[src/hw/rtl/see_pkg.sv]
// Shared types and codes for the stack expression evaluator.
// Depends on nothing; imported by the interfaces, the ALU, the top level and the testbench.
`default_nettype none
package see_pkg;

   typedef logic signed [63:0] q_type;
   typedef logic [1:0]  cmd_type;
   typedef logic [7:0]  opcode_type;
   typedef logic [7:0]  index_type;
   typedef logic [2:0]  status_type;
   typedef logic [8:0]  count_cfg_type;

   // command codes
   localparam cmd_type CMD_WRITE  = 2'd0;
   localparam cmd_type CMD_EXEC   = 2'd1;
   localparam cmd_type CMD_FINISH = 2'd2;

   // opcodes
   localparam opcode_type OP_HALT = 8'h00;
   localparam opcode_type OP_PUSH = 8'h01;
   localparam opcode_type OP_LOAD = 8'h02;
   localparam opcode_type OP_ADD  = 8'h10;
   localparam opcode_type OP_SUB  = 8'h11;
   localparam opcode_type OP_MUL  = 8'h12;
   localparam opcode_type OP_DIV  = 8'h13;
   localparam opcode_type OP_EQ   = 8'h20;
   localparam opcode_type OP_GT   = 8'h21;
   localparam opcode_type OP_LT   = 8'h22;
   localparam opcode_type OP_AND  = 8'h30;
   localparam opcode_type OP_OR   = 8'h31;
   localparam opcode_type OP_NOT  = 8'h32;

   // sticky status codes
   localparam status_type ST_OK        = 3'd0;
   localparam status_type ST_HALTED    = 3'd1;
   localparam status_type ST_OVERFLOW  = 3'd2;
   localparam status_type ST_UNDERFLOW = 3'd3;
   localparam status_type ST_DIV_ZERO  = 3'd4;
   localparam status_type ST_BAD_INDEX = 3'd5;
   localparam status_type ST_BAD_OP    = 3'd6;

   localparam logic [63:0] Q_ONE   = 64'h0000_0001_0000_0000;
   localparam logic [63:0] Q_MAX   = 64'h7FFF_FFFF_FFFF_FFFF;
   localparam logic [63:0] Q_MIN   = 64'h8000_0000_0000_0000;

   // operands of the shared 65-bit adder
   typedef struct packed {
      logic [64:0] x;
      logic [64:0] y;
      logic        sub;
   } alu_req_type;

endpackage
`default_nettype wire

[src/hw/rtl/see_alu.sv]
// Shared 65-bit add/subtract unit used by every arithmetic step.
// Depends on see_pkg.
`default_nettype none
module see_alu (
   input  wire see_pkg::alu_req_type req,
   output logic [64:0]               sum
);
   import see_pkg::*;
   always_comb begin
      sum = req.sub ? (req.x + ~req.y + 65'd1) : (req.x + req.y);
   end
endmodule
`default_nettype wire

[config.mk]
export PLATFORM = sky130hd
export DESIGN_NAME = see_alu
export DESIGN_NICKNAME = d
export VERILOG_FILES = /design/src/hw/rtl/see_pkg.sv /design/src/hw/rtl/see_alu.sv
export SDC_FILE = /design/constraint.sdc
export NUM_CORES = 1
export LEC_CHECK = 0
export BUFFER_PORTS_ARGS = -buffer_cell sky130_fd_sc_hd__buf_2
export CAP_MARGIN = 20
export CORE_ASPECT_RATIO = 1.1
export CORE_MARGIN = 2
export CORE_UTILIZATION = 55
export DETAILED_ROUTE_END_ITERATION = 12
export GPL_TIMING_DRIVEN = 0
export PLACE_DENSITY = 0.81
export SLEW_MARGIN = 15
export SYNTH_ARGS = -nofsm -noshare
export SYNTH_HDL_FRONTEND = slang
export SYNTH_SLANG_ARGS = --single-unit
[constraint.sdc]
create_clock -name vclk -period 4.97
set_input_delay 0.2485 -clock vclk [all_inputs]
set_output_delay 0.2485 -clock vclk [all_outputs]
set_load 0.01 [all_outputs]
Word level (Yosys, flattened, before mapping)
Cells that the tools add are included.
Cells by class
  add/sub/neg operators: 3
  bitwise operators: 1
  multiplexer cells: 1
Operators with widths (count)
  $add A65 B65 Y65: 2
  $add A65 B1 Y65 const B: 1
  $mux W65: 1
  $not A65 Y65: 1
Storage, ports and cells
  output and inout port bits: 65
  bits in registers: 0
  bits of input ports: 131
  word-level logic and storage cells: 5

Longest topological paths before layout
  depth after elaboration: 4
  mapped depth: 13
  depth with buffers taken out: 13

Least setup slack after synthesis
OpenSTA, ideal clock, no wires.
  path type: input-to-output
  start: in req[1] (netlist name)
  end: out sum[52]
  data arrival time: 2.670 ns
  path buffers: 0
  data required time: 4.722 ns
  stages: 12
  path slack: 2.051 ns
  path through: ha_1 > fa_1 > nor2b_1 > o21ai_1 > a31oi_1 > a211oi_2 > o41ai_2 > a41oi_2 > o211ai_2 > a211oi_1 > a211oi_2 > xnor2_1
Between the ends
  cells in the longest elaborated chain, start to end: 4
  elaborated cells between the ends (all ways): 5
  classes of those cells: 3 x add/sub; 1 x mux; 1 x bitwise
RTL lines
  from (decl): RTL line see_alu.sv:5  | input wire see_pkg::alu_req_type req,
  $not A65 Y65: RTL line see_alu.sv:10  | sum = req.sub ? (req.x + ~req.y + 65'd1) : (req.x + req.y);
  $add A65 B65 Y65: RTL line see_alu.sv:10
  $add A65 B1 Y65: RTL line see_alu.sv:10
  $mux W65 *: RTL line see_alu.sv:10
  to (decl): RTL line see_alu.sv:6  | output logic [64:0] sum
Every way passes the cells marked *; elsewhere a longest branch is shown, timed or not.

Worst setup path after layout
  start: in req[13] (netlist name)
  end: out sum[63]
The elaborated chain is that of the path after synthesis.

==> flow_summary.toml <==
[critical_path]
crit_path_start_kind = "input pin"
required_ps = 4720
crit_path_end_kind = "output port"
crit_arrival_ps = 4060
worstPathMaxFanout = 9
worst-setup-path-type = "in -> out"

[final_layout]
fillerInstances = 1440
footprint_of_the_multi_input_gates_um2 = 7430
ff_latch_area_um2 = 0
syn2layout_area_growth_pct = 15.0
final_nets = 1746
nClkBuffers = 0
design.seq.count = 0
layout-drive-gt1-share_pct = 18.3
postLayoutCellArea_um2 = 9480

[synth]
avgSynthCellArea_um2 = 6.40
multiplexer_fraction_of_the_synthesized_cell_area_pct = 0.243
total_standard_cell_area_after_synthesis_um2 = 8240
synth-compound-area-share_pct = 39.6
synthesized_netlist_net_count = 1548
synth_seq_area_share_pct = 0
post_synth_most_frequent_cells = "sky130_fd_sc_hd__a21oi_1, sky130_fd_sc_hd__ha_1, sky130_fd_sc_hd__inv_1"
synth_top_family_by_area = "compound AO/OA/AOI/OAI gates"
synth_most_common_cell = "sky130_fd_sc_hd__a21oi_1"
ys_types = 91
gate_count_after_technology_mapping = 1287
synth_top_cells_by_area = "sky130_fd_sc_hd__ha_1, sky130_fd_sc_hd__a21oi_1, sky130_fd_sc_hd__xnor2_1"
yosys_warnings = 0
post-synth-top-area-fraction_pct = 19.4
synth_fa_ha_area_share_pct = 19.9
synthXorXnorAreaFrac_pct = 6.70
synth_simple_gate_area_share_pct = 23.7
synth_top_area_cell = "sky130_fd_sc_hd__ha_1"

[route]
detail_route.iter0.violations = 1189
drt_pre_antenna_iters = 6
routed_wirelength_um = 34900
wl_per_cell_um = 20.8
routed-via-count = 11200
remaining_drc_errors = 0
ant_nets = 0
avgViaCountPerCell = 6.67

[hold_path]
worst_hold_path.num_cells = 4
min_to = "sum[0]"
min_path_type = "in -> out"
hold_path_startpoint = "req[1]"

[placed_design]
gp_routability_congestion = 1.07
placement.io_buffers = 196
placed_area_um2 = 9470
dpl.hpwl_um = 29000

[power]
vdd_ir_drop_max_mv = 0.0980
power.net_switching_uw = 889
fraction_of_power_spent_switching_nets_pct = 64.0
comb_power_share_pct = 100.0
power.internal_uw = 500
power_density_nw_per_um2 = 147
leakage_power_of_the_design_uw = 0.00430
clock_power_share_pct = 0
sequentialPowerShare_pct = 0

[floorplan]
fp.coreArea_um2 = 14600
die_w_um = 121
fp.dieArea_um2 = 16000
die_height_um = 132
io_pins = 196
floorplan.rows = 46
start_util_pct = 56.6

[grt]
first_pass_grt_wire_length_um = 53400
globalRoute.busiestLayer = "met2"
grt_pass1_vias = 10600
globalRouteMet3Util_pct = 6.79
grt_antenna_before_repair = 4
grt_max_degree = 11
track_usage_pct = 41.1
grt.overflow.total = 0
groute.layer.met2.usage_pct = 72.4
global_route.usage.met1_pct = 45.4

[clocking]
cts_post_setup_buffers_inserted = 0
cts.hold.buffers_added = 0
cts_resized = 0

[timing]
finalCritPeriodShare_pct = 86.8
final-hold-violation-count = 0
grt_setup_unrepaired = "false"
slew_headroom_pct = 29.9
tns_ps = 0
worst_pin_slew_ps = 1050
timing_max_transition_violations_final = 0
holdWs_ps = 878
post-route-min-period_ps = 4310
fmax_ghz = 0.232
finalSetupViolCount = 0

[status]
status = "finished, final reports clean"

[job]
max_capacitance_violation_count = 0
-- metal layers --
| metal | wire, µm | vias to the layer above |
|---|---|---|
| met5 | 0 | - |
| met4 | 2660 | 0 |
| met3 | 3380 | 199 |
| met2 | 16400 | 808 |
| met1 | 12500 | 5071 |
| li1 | - | 5120 |
-- worst max-delay path: stages --
cell and delay, ps:
sky130_fd_sc_hd__buf_2 90, sky130_fd_sc_hd__inv_1 40, sky130_fd_sc_hd__ha_1 270, sky130_fd_sc_hd__buf_2 180, sky130_fd_sc_hd__nor4_2 440, sky130_fd_sc_hd__nand3_1 150, sky130_fd_sc_hd__a311oi_1 440, sky130_fd_sc_hd__a211oi_2 190
sky130_fd_sc_hd__a211oi_1 320, sky130_fd_sc_hd__nor2_1 160, sky130_fd_sc_hd__o21a_1 350, sky130_fd_sc_hd__a211oi_2 580, sky130_fd_sc_hd__o221ai_1 260, sky130_fd_sc_hd__xnor2_1 170, sky130_fd_sc_hd__buf_2 140
-- area by class of cell --
| class | instances | area share (%) |
|---|---|---|
| Buffer | 71 | 3.44 |
| Tap cell | 192 | 2.53 |
| Antenna cell | 5 | 0.132 |
| Multi-Input combinational cell | 1085 | 78.4 |
| Inverter | 131 | 5.19 |
| Timing Repair Buffer | 196 | 10.3 |
-- metrics by stage --
step                      setup WS (ps)  cells  utilization [%]  power (µW)
after floorplan                    2050   1287                -         886
after global placement              952   1675             65.0        1330
after detailed placement            982   1675             65.0        1340
after CTS                           966   1675             65.0        1350
after global routing                658   1679             65.1        1490
final                               658   1680             65.1        1390
-- layout by cell type (no fill, tap or decap), types with 8 or more instances in the layout --
cell type	count
sky130_fd_sc_hd__ha_1	128
sky130_fd_sc_hd__buf_1	10
sky130_fd_sc_hd__a211oi_1	9
sky130_fd_sc_hd__nor3_1	31
sky130_fd_sc_hd__nand2b_1	8
sky130_fd_sc_hd__a21oi_1	181
sky130_fd_sc_hd__o31ai_1	49
sky130_fd_sc_hd__a221oi_1	8
sky130_fd_sc_hd__xnor2_1	58
sky130_fd_sc_hd__inv_1	125
sky130_fd_sc_hd__nand4_1	25
sky130_fd_sc_hd__a31oi_1	15
sky130_fd_sc_hd__o211ai_1	10
sky130_fd_sc_hd__nor2_1	113
sky130_fd_sc_hd__nor2b_1	16
sky130_fd_sc_hd__a21o_1	14
sky130_fd_sc_hd__clkbuf_1	32
sky130_fd_sc_hd__nand2_1	112
sky130_fd_sc_hd__buf_2	220
sky130_fd_sc_hd__o21ai_0	78
sky130_fd_sc_hd__o21bai_1	24
sky130_fd_sc_hd__nor4_1	35
sky130_fd_sc_hd__o21a_1	8
sky130_fd_sc_hd__o21ai_1	8
sky130_fd_sc_hd__nand3_1	15
-- power groups by stage --
stage / combinational [µW] / clock (µW) / sequential [µW]
floorplan: 886 / 0 / 0
global placement: 1330 / 0 / 0
detailed placement: 1340 / 0 / 0
CTS: 1350 / 0 / 0
global route: 1490 / 0.000108 / 0
finish: 1390 / 0.000135 / 0
-- cells by family (layout without fill, tap and decap cells) --
kind of cell,after synthesis,count (layout)
adder cells (fa/ha/maj),130,130
AND/OR/NAND/NOR,399,399
AO/OA/AOI/OAI,491,491
buffers and inverters,202,398
multiplexers,2,2
other,0,5
XOR/XNOR,63,63
-- worst max path at each step --
stage                 start  endpoint  slack (ps)  cells after the start
finish              req[13]   sum[63]         660                     15
global route        req[13]   sum[63]         660                     15
CTS                  req[2]   sum[37]         970                     14
detailed placement   req[2]   sum[37]         980                     14
global placement     req[0]   sum[48]         950                      9
floorplan            req[1]   sum[52]        2050                     12
No activity file was read; power rests on OpenSTA's default activity.
